===== src/rtl/core/mavg_pkg.sv =====
// ----------------------------------------------------------------------------
// mavg_pkg
// shared constants, controller state type and the command/status structs
// between the moving average controller and datapath
// ----------------------------------------------------------------------------
`default_nettype none

package mavg_pkg;

   localparam int CSR_BITS        = 7;
   localparam int WINDOW_MAX_DEF  = 64;
   localparam int SAMPLE_BITS_DEF = 16;
   localparam int FRAC_BITS_DEF   = 8;
   localparam int WINDOW_RESET    = 4;

   typedef enum logic [2:0] {
      ST_IDLE,
      ST_UPDATE,
      ST_LOAD,
      ST_DIVIDE,
      ST_FINISH
   } state_type;

   typedef struct packed {
      logic capture;
      logic update;
      logic div_load;
      logic div_step;
      logic out_load;
   } cmd_type;

   typedef struct packed {
      logic div_last;
   } status_type;

endpackage

`default_nettype wire


===== src/rtl/core/mavg_ctrl.sv =====
// ----------------------------------------------------------------------------
// mavg_ctrl
// request sequencing: capture, window update, divide, result hand-off
// ----------------------------------------------------------------------------
`default_nettype none

module mavg_ctrl (
   input  logic                   clock,
   input  logic                   reset,
   input  logic                   req_valid,
   output logic                   req_ready,
   output logic                   rsp_valid,
   input  logic                   rsp_ready,
   output mavg_pkg::cmd_type      cmd,
   input  mavg_pkg::status_type   status
);

   import mavg_pkg::*;

   state_type state_ff;
   state_type state_in;
   logic      rsp_valid_ff;
   logic      rsp_valid_in;
   logic      out_free;

   assign out_free = !rsp_valid_ff || rsp_ready;

   always_comb begin
      state_in = state_ff;
      case (state_ff)
         ST_IDLE: begin
            if (req_valid) begin
               state_in = ST_UPDATE;
            end
         end
         ST_UPDATE: begin
            state_in = ST_LOAD;
         end
         ST_LOAD: begin
            state_in = ST_DIVIDE;
         end
         ST_DIVIDE: begin
            if (status.div_last) begin
               state_in = ST_FINISH;
            end
         end
         ST_FINISH: begin
            if (out_free) begin
               state_in = ST_IDLE;
            end
         end
         default: begin
            state_in = ST_IDLE;
         end
      endcase
   end

   always_comb begin
      cmd       = '0;
      req_ready = 1'b0;
      case (state_ff)
         ST_IDLE: begin
            req_ready   = 1'b1;
            cmd.capture = req_valid;
         end
         ST_UPDATE: begin
            cmd.update = 1'b1;
         end
         ST_LOAD: begin
            cmd.div_load = 1'b1;
         end
         ST_DIVIDE: begin
            cmd.div_step = 1'b1;
         end
         ST_FINISH: begin
            cmd.out_load = out_free;
         end
         default: begin
            cmd = '0;
         end
      endcase
   end

   always_comb begin
      rsp_valid_in = rsp_valid_ff;
      if (cmd.out_load) begin
         rsp_valid_in = 1'b1;
      end else if (rsp_ready) begin
         rsp_valid_in = 1'b0;
      end
   end

   always_ff @(posedge clock) begin
      if (reset) begin
         state_ff     <= ST_IDLE;
         rsp_valid_ff <= 1'b0;
      end else begin
         state_ff     <= state_in;
         rsp_valid_ff <= rsp_valid_in;
      end
   end

   assign rsp_valid = rsp_valid_ff;

`ifndef SYNTHESIS
   a_accept_starts_update: assert property (@(posedge clock) disable iff (reset)
      (req_valid && req_ready) |=> (state_ff == ST_UPDATE))
      else $error("accepted request did not start the window update");

   a_finish_holds_on_stall: assert property (@(posedge clock) disable iff (reset)
      (state_ff == ST_FINISH && rsp_valid_ff && !rsp_ready) |=>
      (state_ff == ST_FINISH && rsp_valid_ff))
      else $error("finished result overran a stalled response");

   a_rsp_held_until_taken: assert property (@(posedge clock) disable iff (reset)
      (rsp_valid_ff && !rsp_ready) |=> rsp_valid_ff)
      else $error("response dropped before it was taken");
`endif

endmodule

`default_nettype wire


===== src/rtl/core/mavg_dp.sv =====
// ----------------------------------------------------------------------------
// mavg_dp
// sample ring store, running sum, fill count, restoring divider and
// response register of the moving average filter
// ----------------------------------------------------------------------------
`default_nettype none

module mavg_dp #(
   parameter int WINDOW_MAX  = mavg_pkg::WINDOW_MAX_DEF,
   parameter int SAMPLE_BITS = mavg_pkg::SAMPLE_BITS_DEF,
   parameter int FRAC_BITS   = mavg_pkg::FRAC_BITS_DEF
) (
   input  logic                                  clock,
   input  logic                                  reset,
   input  logic signed [SAMPLE_BITS-1:0]         req_sample,
   input  logic                                  csr_write_enable,
   input  logic [mavg_pkg::CSR_BITS-1:0]         csr_write_data,
   input  mavg_pkg::cmd_type                     cmd,
   output mavg_pkg::status_type                  status,
   output logic signed [SAMPLE_BITS+FRAC_BITS-1:0] rsp_average,
   output logic                                  rsp_window_full
);

   import mavg_pkg::*;

   localparam int PTR_BITS  = $clog2(WINDOW_MAX);
   localparam int CNT_BITS  = $clog2(WINDOW_MAX + 1);
   localparam int SUM_BITS  = SAMPLE_BITS + PTR_BITS;
   localparam int DIV_BITS  = SUM_BITS + FRAC_BITS;
   localparam int AVG_BITS  = SAMPLE_BITS + FRAC_BITS;
   localparam int DCNT_BITS = $clog2(DIV_BITS);
   localparam int WS_BITS   = (CSR_BITS > CNT_BITS) ? CSR_BITS : CNT_BITS;

   logic signed [SAMPLE_BITS-1:0] store_mem [WINDOW_MAX];

   logic [CSR_BITS-1:0]        win_size_ff;
   logic [PTR_BITS-1:0]        wp_ff;
   logic [PTR_BITS-1:0]        wp_in;
   logic [CNT_BITS-1:0]        fill_ff;
   logic [CNT_BITS-1:0]        fill_in;
   logic signed [SUM_BITS-1:0] sum_ff;
   logic signed [SUM_BITS-1:0] sum_in;
   logic                       full_ff;
   logic                       full_in;
   logic signed [SAMPLE_BITS-1:0] sample_ff;
   logic signed [SAMPLE_BITS-1:0] rd_ff;

   logic [CNT_BITS-1:0]        rem_ff;
   logic [CNT_BITS-1:0]        rem_in;
   logic [DIV_BITS-1:0]        quo_ff;
   logic [DIV_BITS-1:0]        quo_in;
   logic                       neg_ff;
   logic [DCNT_BITS-1:0]       dcnt_ff;
   logic [DCNT_BITS-1:0]       dcnt_in;

   logic signed [AVG_BITS-1:0] avg_ff;
   logic                       wfull_ff;

   logic [WS_BITS-1:0]         ws_ext;
   logic [CNT_BITS-1:0]        eff_win;
   logic [CNT_BITS:0]          wp_ext;
   logic [CNT_BITS:0]          fill_ext;
   logic [CNT_BITS:0]          oldest_wide;
   logic [PTR_BITS-1:0]        rd_addr;
   logic signed [DIV_BITS-1:0] dividend;
   logic [CNT_BITS:0]          shifted;
   logic [CNT_BITS:0]          trial;
   logic [DIV_BITS-1:0]        quo_signed;

   // effective window: zero acts as one, clamp to store depth
   always_comb begin
      ws_ext = WS_BITS'(win_size_ff);
      if (ws_ext == '0) begin
         eff_win = CNT_BITS'(1);
      end else if (ws_ext > WS_BITS'(WINDOW_MAX)) begin
         eff_win = CNT_BITS'(WINDOW_MAX);
      end else begin
         eff_win = CNT_BITS'(ws_ext);
      end
   end

   // oldest held entry, modulo store depth
   always_comb begin
      wp_ext   = (CNT_BITS+1)'(wp_ff);
      fill_ext = (CNT_BITS+1)'(fill_ff);
      if (wp_ext >= fill_ext) begin
         oldest_wide = wp_ext - fill_ext;
      end else begin
         oldest_wide = wp_ext + (CNT_BITS+1)'(WINDOW_MAX) - fill_ext;
      end
      rd_addr = oldest_wide[PTR_BITS-1:0];
   end

   always_ff @(posedge clock) begin
      if (cmd.update) begin
         store_mem[wp_ff] <= sample_ff;
      end
      rd_ff <= store_mem[rd_addr];
   end

   // window update
   always_comb begin
      wp_in   = wp_ff;
      fill_in = fill_ff;
      sum_in  = sum_ff;
      full_in = full_ff;
      if (cmd.update) begin
         if (wp_ff == PTR_BITS'(WINDOW_MAX - 1)) begin
            wp_in = '0;
         end else begin
            wp_in = wp_ff + 1'b1;
         end
         if (fill_ff >= eff_win) begin
            sum_in  = sum_ff - SUM_BITS'(rd_ff) + SUM_BITS'(sample_ff);
            fill_in = eff_win;
         end else begin
            sum_in  = sum_ff + SUM_BITS'(sample_ff);
            fill_in = fill_ff + 1'b1;
         end
         full_in = (fill_in == eff_win);
      end
   end

   always_ff @(posedge clock) begin
      if (reset) begin
         win_size_ff <= CSR_BITS'(WINDOW_RESET);
         wp_ff       <= '0;
         fill_ff     <= '0;
         sum_ff      <= '0;
      end else if (csr_write_enable) begin
         win_size_ff <= csr_write_data;
         wp_ff       <= '0;
         fill_ff     <= '0;
         sum_ff      <= '0;
      end else begin
         wp_ff   <= wp_in;
         fill_ff <= fill_in;
         sum_ff  <= sum_in;
      end
   end

   always_ff @(posedge clock) begin
      full_ff <= full_in;
      if (cmd.capture) begin
         sample_ff <= req_sample;
      end
   end

   // restoring divider, one quotient bit per cycle on the magnitude
   assign dividend = DIV_BITS'(sum_ff) <<< FRAC_BITS;
   assign shifted  = {rem_ff, quo_ff[DIV_BITS-1]};
   assign trial    = shifted - {1'b0, fill_ff};

   always_comb begin
      rem_in  = rem_ff;
      quo_in  = quo_ff;
      dcnt_in = dcnt_ff;
      if (cmd.div_load) begin
         rem_in  = '0;
         quo_in  = dividend[DIV_BITS-1] ? DIV_BITS'(-dividend) : DIV_BITS'(dividend);
         dcnt_in = '0;
      end else if (cmd.div_step) begin
         if (!trial[CNT_BITS]) begin
            rem_in = trial[CNT_BITS-1:0];
            quo_in = {quo_ff[DIV_BITS-2:0], 1'b1};
         end else begin
            rem_in = shifted[CNT_BITS-1:0];
            quo_in = {quo_ff[DIV_BITS-2:0], 1'b0};
         end
         dcnt_in = dcnt_ff + 1'b1;
      end
   end

   always_ff @(posedge clock) begin
      if (reset) begin
         rem_ff  <= '0;
         dcnt_ff <= '0;
      end else begin
         rem_ff  <= rem_in;
         dcnt_ff <= dcnt_in;
      end
   end

   always_ff @(posedge clock) begin
      quo_ff <= quo_in;
      if (cmd.div_load) begin
         neg_ff <= dividend[DIV_BITS-1];
      end
   end

   assign status.div_last = (dcnt_ff == DCNT_BITS'(DIV_BITS - 1));

   // response register
   assign quo_signed = neg_ff ? (~quo_ff + 1'b1) : quo_ff;

   always_ff @(posedge clock) begin
      if (cmd.out_load) begin
         avg_ff   <= quo_signed[AVG_BITS-1:0];
         wfull_ff <= full_ff;
      end
   end

   assign rsp_average     = avg_ff;
   assign rsp_window_full = wfull_ff;

`ifndef SYNTHESIS
   a_fill_bounded: assert property (@(posedge clock) disable iff (reset)
      fill_ff <= CNT_BITS'(WINDOW_MAX))
      else $error("fill count beyond store depth");

   a_csr_restarts_window: assert property (@(posedge clock) disable iff (reset)
      csr_write_enable |=> (fill_ff == '0 && wp_ff == '0 && sum_ff == '0))
      else $error("window size write did not restart the window");

   a_rem_below_divisor: assert property (@(posedge clock) disable iff (reset)
      cmd.div_step |-> (rem_ff < fill_ff))
      else $error("divider remainder not below fill count");
`endif

endmodule

`default_nettype wire


===== src/rtl/core/moving_average_filter_core.sv =====
// an accepted request passes through the update, load, divide and finish states;
//   finish waits for the prior response to be taken, and only idle takes requests;
//   the restoring divider retires one quotient bit per cycle over a 30-bit dividend
// a finished response is held in its own register while the next request is taken
// reset clears control, pointer, fill count, sum and sets window size to 4;
//   the sample store is not cleared and needs no clearing pass
// ----------------------------------------------------------------------------
// moving_average_filter_core
// boxcar moving average over the most recent window_size samples
// ----------------------------------------------------------------------------
`default_nettype none

module moving_average_filter_core #(
   parameter int WINDOW_MAX  = mavg_pkg::WINDOW_MAX_DEF,
   parameter int SAMPLE_BITS = mavg_pkg::SAMPLE_BITS_DEF,
   parameter int FRAC_BITS   = mavg_pkg::FRAC_BITS_DEF
) (
   input  logic                                    clock,
   input  logic                                    reset,
   input  logic                                    req_valid,
   output logic                                    req_ready,
   input  logic signed [SAMPLE_BITS-1:0]           req_sample,
   output logic                                    rsp_valid,
   input  logic                                    rsp_ready,
   output logic signed [SAMPLE_BITS+FRAC_BITS-1:0] rsp_average,
   output logic                                    rsp_window_full,
   input  logic                                    csr_write_enable,
   input  logic [mavg_pkg::CSR_BITS-1:0]           csr_write_data
);

   import mavg_pkg::*;

   cmd_type    cmd;
   status_type status;

   mavg_ctrl u_ctrl (
      .clock     (clock),
      .reset     (reset),
      .req_valid (req_valid),
      .req_ready (req_ready),
      .rsp_valid (rsp_valid),
      .rsp_ready (rsp_ready),
      .cmd       (cmd),
      .status    (status)
   );

   mavg_dp #(
      .WINDOW_MAX  (WINDOW_MAX),
      .SAMPLE_BITS (SAMPLE_BITS),
      .FRAC_BITS   (FRAC_BITS)
   ) u_dp (
      .clock            (clock),
      .reset            (reset),
      .req_sample       (req_sample),
      .csr_write_enable (csr_write_enable),
      .csr_write_data   (csr_write_data),
      .cmd              (cmd),
      .status           (status),
      .rsp_average      (rsp_average),
      .rsp_window_full  (rsp_window_full)
   );

endmodule

`default_nettype wire

===== config.mk =====
export PLATFORM = sky130hd
export DESIGN_NAME = moving_average_filter_core
export DESIGN_NICKNAME = d
export VERILOG_FILES = /design/src/rtl/core/mavg_pkg.sv /design/src/rtl/core/mavg_ctrl.sv /design/src/rtl/core/mavg_dp.sv /design/src/rtl/core/moving_average_filter_core.sv
export SDC_FILE = /design/constraint.sdc
export NUM_CORES = 1
export LEC_CHECK = 0
export BUFFER_PORTS_ARGS = -buffer_cell sky130_fd_sc_hd__clkbuf_2
export CAP_MARGIN = 20
export CORE_MARGIN = 5
export CORE_UTILIZATION = 57
export DETAILED_ROUTE_END_ITERATION = 12
export HOLD_SLACK_MARGIN = 0.02
export PLACE_DENSITY = 0.76
export SYNTH_ARGS = -nofsm -noshare
export SYNTH_HDL_FRONTEND = slang
export SYNTH_SLANG_ARGS = --single-unit

===== constraint.sdc =====
create_clock -name clock -period 4.5 [get_ports clock]
set_clock_uncertainty 0.15 [all_clocks]
set_input_delay 0.675 -clock clock [delete_from_list [all_inputs] [get_ports clock]]
set_output_delay 0.675 -clock clock [all_outputs]
set_load 0.03 [all_outputs]

==> flow_summary_export.csv, run 1 <==
group,metric,value,unit
outcome,outcome,"finished, final reports clean",
placement,gp_congestion,0.851,
layout,nNetsFinal,2945,
floorplan,io_pins,55,
pwr,ir_drop,0.364,mV
synthesis,synth.avg_cell_area,18.6,um2
synthesis,syn_nets,2739,
grt,grt_max_degree,100,
grt,grt_overflow_total,0,
drt,firstDrtPassIters,8,
floorplan,die_area,0.0916,mm2
worst_setup_path,r2r_cells,12,
placement,io_buffers,54,
synthesis,ys_ff_latch,1171,
drt,vias,26200,
drt,post-route-drc-count,0,
grt,grt_first_pass_wirelength,177000,um
synthesis,synth_top_cell_by_area,"edfxtp_1",
floorplan,chipHeight,303,um
synthesis,synth_top_area_share,0.675,
worst_setup_path,r2r-end,"u_dp.rd_ff[15]",
synthesis,seq_area_frac_synth,0.705,
floorplan,num_rows,107,
pwr,sw_frac_of_total,0.245,
cts,cts_tree,"done",
worst_setup_path,critPathCapture,"u_dp.rd_ff[15]",
worst_setup_path,r2r-start,"u_dp.wp_ff[0]",
grt,first_global_vias,26300,
placement,dp_hpwl,69700,um
synthesis,yosys_warnings,0,
drt,wl,121000,um
worst_setup_path,r2r_slack,0.09,ns
worst_setup_path,cp-startpoint,"u_dp.wp_ff[0]",
synthesis,synth-edff-count,1097,
layout,final_core_util,0.648,
synthesis,synthTopCellsByArea,"edfxtp_1 (67%), mux4_2 (15%), dfxtp_1 (3.0%)",
synthesis,synthesis.area,0.0488,mm2
worst_setup_path,cp_data_required_time,4.88,ns
cts,cts.path.max_buffers,3,
pwr,powerDensity,458,mW/mm2
worst_setup_path,start_kind,"flip-flop",
cts,ctsHtreeMaxLevel,3,
worst_setup_path,cp_cell_sequence,"inv_1 > ha_4 > inv_1 > fa_4 > a21o_1 > a21oi_1 > xnor2_4 > buf_12 > buf_4 > mux4_2 > mux2i_1 > a21oi_1",
drt,wl_per_cell,29.8,um
cts,clk_latency,0.69,ns
sta,setup_viol,0,
floorplan,chipWidth,303,um
synthesis,synthFlopType,"edfxtp_1",
sta,layout_setup_ws,0.0941,ns
drt,drt_iter0_drc,3534,
sta,period_minus_slack,4.41,ns
synthesis,async_flop_share,0,
layout,area_growth,13.0,%
worst_setup_path,cp-end-kind,"flip-flop",
worst_setup_path,path_max_fanout,25,
synthesis,syn_inst,2618,
sta,fmax,227,MHz
pwr,clockPowerShare,0.379,
sta,fin_crit_sh,0.979,
synthesis,yosys.cell_types.count,69,
sta,worst_pin_slew,1.00,ns
pwr,p_sw,6.20,mW
min_path,holdCritPathClass,"input port to flip-flop",
cts,clkSinkCount,1171,
sta,slew_headroom,0.332,
pwr,p_leak,18.3,nW
layout,drive_gt1_frac,0.246,
min_path,min_path_cells,2,
sta,final_max_slew_viol_count,0,
placement,place_ws,0.0387,ns
floorplan,design.core.area,0.0851,mm2
sta,rsz0062_at_grt,"false",
worst_setup_path,slowest_stage,"xnor2_4",
worst_setup_path,path_class,"flip-flop to flip-flop",
pwr,p_seq_frac,0.487,
cts,cts_root_buf,"clkbuf_16",
drt,via_per_inst,6.44,
run,max-cap-violations,0,
pwr,p_int,19.1,mW
pwr,combinationalPowerShare,0.135,
cts,cts_buffers,112,
sta,hold_viol,0,
cts,path_clk_slew,0.06,ns
cts,cts_setup_buffers,0,
floorplan,floorplan.initialDensity,0.573,
worst_setup_path,critPathMaxStageDelay,0.80,ns
grt,grtUsageTotal,0.267,
drt,ant_nets,0,
grt,antenna_found_initial,2,
worst_setup_path,cp.arrival,4.79,ns
Yosys cell counts, drive strengths merged, types with 27 or more instances:
library cell and number:
edfxtp 1097, mux4 320, nor2 134, nand2 116, inv 112, a21oi 80, xnor2 79, o21ai 76
dfxtp 74, clkbuf 69, ha 69, buf 48, a211oi 38, mux2i 38, nor2b 28, xor2 27
per-layer routing:
metal	up-vias	global-route usage	routed length [um]
met2	1635	0.435	59100
met3	229	0.0564	13200
met1	13400	0.368	44700
met5	-	0	13
li1	10900	-	-
met4	2	0.0900	4190
how the worst min path moves through the flow:
| stage | end | slack, ns | startpoint |
|---|---|---|---|
| CTS | u_dp.win_size_ff[2] | 0.04 | csr_write_data[2] |
| detailed placement | u_dp.rsp_window_full | 0.27 | u_dp.full_ff |
| floorplan | u_dp.rsp_window_full | 0.25 | u_dp.full_ff |
| finish | u_dp.win_size_ff[2] | 0.07 | csr_write_data[2] |
| global placement | u_dp.rsp_window_full | 0.26 | u_dp.full_ff |
| global route | u_dp.win_size_ff[2] | 0.07 | csr_write_data[2] |
kinds of logic after synthesis:
group,after synthesis,share of synthesized area
DFF,1171,0.705
and+or+nand+nor,375,0.0351
muxes,358,0.155
AOI/OAI and AO/OA,286,0.0371
buffers and inverters,229,0.0201
xor gates and xnor gates,106,0.0195
adders and majority gates,93,0.0275
cell type report:
cell class / instances / area (um2)
Antenna cell: 1 / 2.50
Clock buffer: 137 / 3010
Clock inverter: 77 / 761
Fill cell: 5551 / 30000
Inverter: 112 / 420
Multi-Input combinational cell: 1218 / 13500
Sequential cell: 1171 / 34400
Tap cell: 1144 / 1430
Timing Repair Buffer: 209 / 1620
repair_timing:
| action | CTS | global route |
|---|---|---|
| endpoints found under the setup margin | 0 | 1 |
| endpoints found under the hold margin | 13 | 0 |
| hold buffers | 13 | 0 |
| gates resized for setup | 0 | 1 |
state kept, by name (all words and copies together) (netlist names), 7 cells and up:
signal,count
u_dp.sum_ff,22
u_dp.win_size_ff,7
u_dp.store_mem,1024
u_dp.quo_ff,30
u_dp.sample_ff,16
u_dp.rem_ff,7
u_dp.fill_ff,7
u_dp.rsp_average,24
u_dp.rd_ff,16
cell usage in the layout, fill, tap and decap left out, types with 13 or more instances in the layout:
| master | count |
|---|---|
| nor2b_1 | 27 |
| nor2_1 | 134 |
| dfxtp_1 | 74 |
| dlygate4sd3_1 | 13 |
| a21oi_1 | 79 |
| nand3_1 | 18 |
| clkinv_1 | 22 |
| edfxtp_1 | 1097 |
| ha_1 | 68 |
| xor2_1 | 26 |
| mux2i_1 | 38 |
| clkbuf_2 | 54 |
| xnor2_1 | 75 |
| buf_4 | 130 |
| clkbuf_1 | 16 |
| a211oi_1 | 37 |
| nor3_1 | 16 |
| clkbuf_16 | 114 |
| nand2_1 | 116 |
| o21ai_0 | 70 |
| fa_1 | 23 |
| mux4_2 | 320 |
| bufinv_16 | 13 |
| a21o_1 | 18 |
| clkinv_2 | 27 |
| inv_1 | 112 |
worst max-delay path: cells and delay by family (launching register included):
family,cells,cell delay [ns]
muxes,2,0.99
AOI/OAI and AO/OA,3,0.47
xor gates and xnor gates,1,0.80
adders and majority gates,2,0.48
buffers and inverters,4,0.82
DFF,1,0.47
power by group through the flow:
stage | clock (mW) | sequential, mW | combinational (mW)
after floorplan | 0 | 12.5 | 2.33
after global placement | 0 | 12.5 | 3.23
after detailed placement | 0 | 12.5 | 3.33
after CTS | 9.67 | 12.3 | 3.38
after global routing | 10.2 | 12.3 | 3.69
final | 9.57 | 12.3 | 3.40
through the flow:
step	TNS [ns]	std cells	instance area, um2	hold WS [ns]	power, mW
floorplan	0	2618	48800	0.250	14.8
global placement	-0.114	3836	51200	0.256	15.8
detailed placement	0	3839	51200	0.268	15.9
CTS	0	4066	55100	0.0426	25.4
global route	0	4068	55200	0.0665	26.2
finish	0	4069	55200	0.0666	25.3
Power figures use the tool's default switching activity.
==> run 2, diff against run 1 <==
==> constraint.sdc (replaced) <==
create_clock -name clock -period 4 [get_ports clock]
set_clock_uncertainty 0.15 [all_clocks]
set_input_delay 0.6 -clock clock [delete_from_list [all_inputs] [get_ports clock]]
set_output_delay 0.6 -clock clock [all_outputs]
set_load 0.03 [all_outputs]
==> run 2 against run 1 <==
Combinational power rose by 14%. Critical endpoint is now u_dp.rd_ff[9]. Global-route usage is 0.29 points lower. Sequential share of layout area shrank 0.19 points. Clock power grew 13%.
==> flow_summary_export.csv, run 2 (synthesis results as in run 1) <==
group,metric,value,unit
worst_setup_path,cp.arrival,4.36,ns
cts,clkSinkCount,1171,
sta,final_max_slew_viol_count,0,
worst_setup_path,critPathMaxStageDelay,0.88,ns
worst_setup_path,worst-path-stages,10,
worst_setup_path,slowest_stage,"fa_4",
sta,fin_crit_sh,0.989,
cts,ctsHtreeMaxLevel,3,
sta,fmax,253,MHz
worst_setup_path,cp-end-kind,"flip-flop",
pwr,power,28.5,mW
worst_setup_path,cp_cell_sequence,"inv_1 > ha_4 > inv_1 > fa_4 > buf_12 > buf_12 > mux4_2 > mux4_2 > mux2i_1 > a21oi_1",
layout,area_growth,13.3,%
layout,largest_reg_flops,1024,
floorplan,io_pins,55,
floorplan,num_rows,107,
sta,worst_pin_slew,1.07,ns
grt,first_global_vias,26600,
pwr,ir_drop,0.362,mV
min_path,min_path_cells,3,
floorplan,design.core.area,0.0851,mm2
layout,final_core_util,0.650,
worst_setup_path,cp-startpoint,"u_dp.wp_ff[0]",
worst_setup_path,cpLargestDelayFamily,"multiplexers",
drt,wl,119000,um
outcome,outcome,"finished, final reports clean",
drt,drt_iter0_drc,3195,
cts,cts_setup_buffers,0,
drt,firstDrtPassIters,7,
layout,final_cells,4075,
sta,period_minus_slack,3.96,ns
worst_setup_path,start_kind,"flip-flop",
floorplan,die_area,0.0916,mm2
pwr,p_leak,18.4,nW
drt,ant_nets,0,
grt,antenna_found_initial,4,
floorplan,chipHeight,303,um
cts,cts.path.max_buffers,3,
cts,cts_root_buf,"clkbuf_16",
sta,setup_viol,0,
floorplan,chipWidth,303,um
worst_setup_path,path_max_fanout,41,
sta,slew_headroom,0.283,
placement,dp_hpwl,67800,um
sta,hold_viol,0,
layout,mostFrequentLayoutCells,"edfxtp_1 (1097), mux4_2 (320), nor2_1 (134)",
min_path,holdCritPathClass,"input port to flip-flop",
min_path,min-delay-start,"csr_write_data[5]",
worst_setup_path,r2r_cells,10,
worst_setup_path,worst-path-buf-inv,4,
layout,drive_gt1_frac,0.243,
placement,dp_cells,3840,
grt,grtUsageTotal,0.264,
sta,timing.hold.ws,0.0531,ns
pwr,powerDensity,515,mW/mm2
layout,nNetsFinal,2951,
layout,largest-register,"u_dp.store_mem",
sta,fin_tns_setup,0,ns
cts,path_clk_slew,0.07,ns
floorplan,floorplan.initialDensity,0.573,
placement,io_buffers,54,
cts,cts_buffers,113,
sta,rsz0062_at_grt,"false",
drt,vias,26200,
drt,post-route-drc-count,0,
cts,clk_latency,0.69,ns
grt,grt_first_pass_wirelength,175000,um
worst_setup_path,cp_data_required_time,4.40,ns
grt,grt_max_degree,73,
worst_setup_path,r2r-start,"u_dp.wp_ff[0]",
drt,via_per_inst,6.44,
drt,wl_per_cell,29.2,um
placement,gp_congestion,0.880,
cts,cts_tree,"done",
grt,grt_overflow_total,0,
layout,layout_commonest_cell,"edfxtp_1",
run,max-cap-violations,0,
worst_setup_path,path_class,"flip-flop to flip-flop",
## run 2: cell count changes in the layout (fill, tap and decap cells not counted), sizes merged
cell	previous run	this run
clkbuf	191	195
bufinv	13	15
clkinv	53	47
inv	116	118
diode	1	3
dlygate4sd3	13	18
clkinvlp	7	4
## run 2: per-stage QoR
step	worst slack [ns]	cell area, um2
after floorplan	-0.00268	48800
after global placement	0.119	51300
after detailed placement	0.134	51300
after CTS	0.0933	55300
after global routing	0.0236	55300
final	0.0425	55300
## run 2: final timing paths
kind | to | slack (ns)
hold reg to reg | u_dp.rsp_window_full | 0.27
setup / recovery | u_dp.rd_ff[9] | 0.04
setup reg to reg | u_dp.rd_ff[9] | 0.04
hold / removal | u_dp.win_size_ff[5] | 0.05
## run 2: layout make-up
type	count	area, um2
inverters	112	420
clock buffers	141	2950
well taps	1144	1430
diodes	3	7.51
fillers	5569	29800
multi-input cells	1218	13500
flip-flops and latches	1171	34400
clock inverters	72	830
repair buffers	214	1760
## run 2: worst min-delay path, stage by stage
cell and delay (ns):
clkbuf_2 0.08, mux2i_1 0.06, nor2_1 0.11
## run 2: layer usage
| layer | share of wire | track usage | vias up | wire length [um] |
|---|---|---|---|---|
| met3 | 0.12 | 0.0811 | 251 | 14000 |
| met2 | 0.48 | 0.431 | 1666 | 57700 |
| met1 | 0.37 | 0.349 | 13400 | 43600 |
| met4 | 0.032 | 0.0793 | 2 | 3790 |
| li1 | - | - | 10900 | - |
| met5 | 0.00028 | 0 | - | 33 |
## run 2: timing repair
action,in CTS,in global routing
endpoints found under the hold margin,18,0
hold buffers,18,0
resized for setup,0,0
## run 2: power breakdown
| group | total (mW) | switching [mW] | internal [mW] |
|---|---|---|---|
| Sequential | 13.8 | 0.198 | 13.6 |
| Combinational | 3.88 | 2.19 | 1.68 |
| Clock | 10.8 | 4.59 | 6.24 |
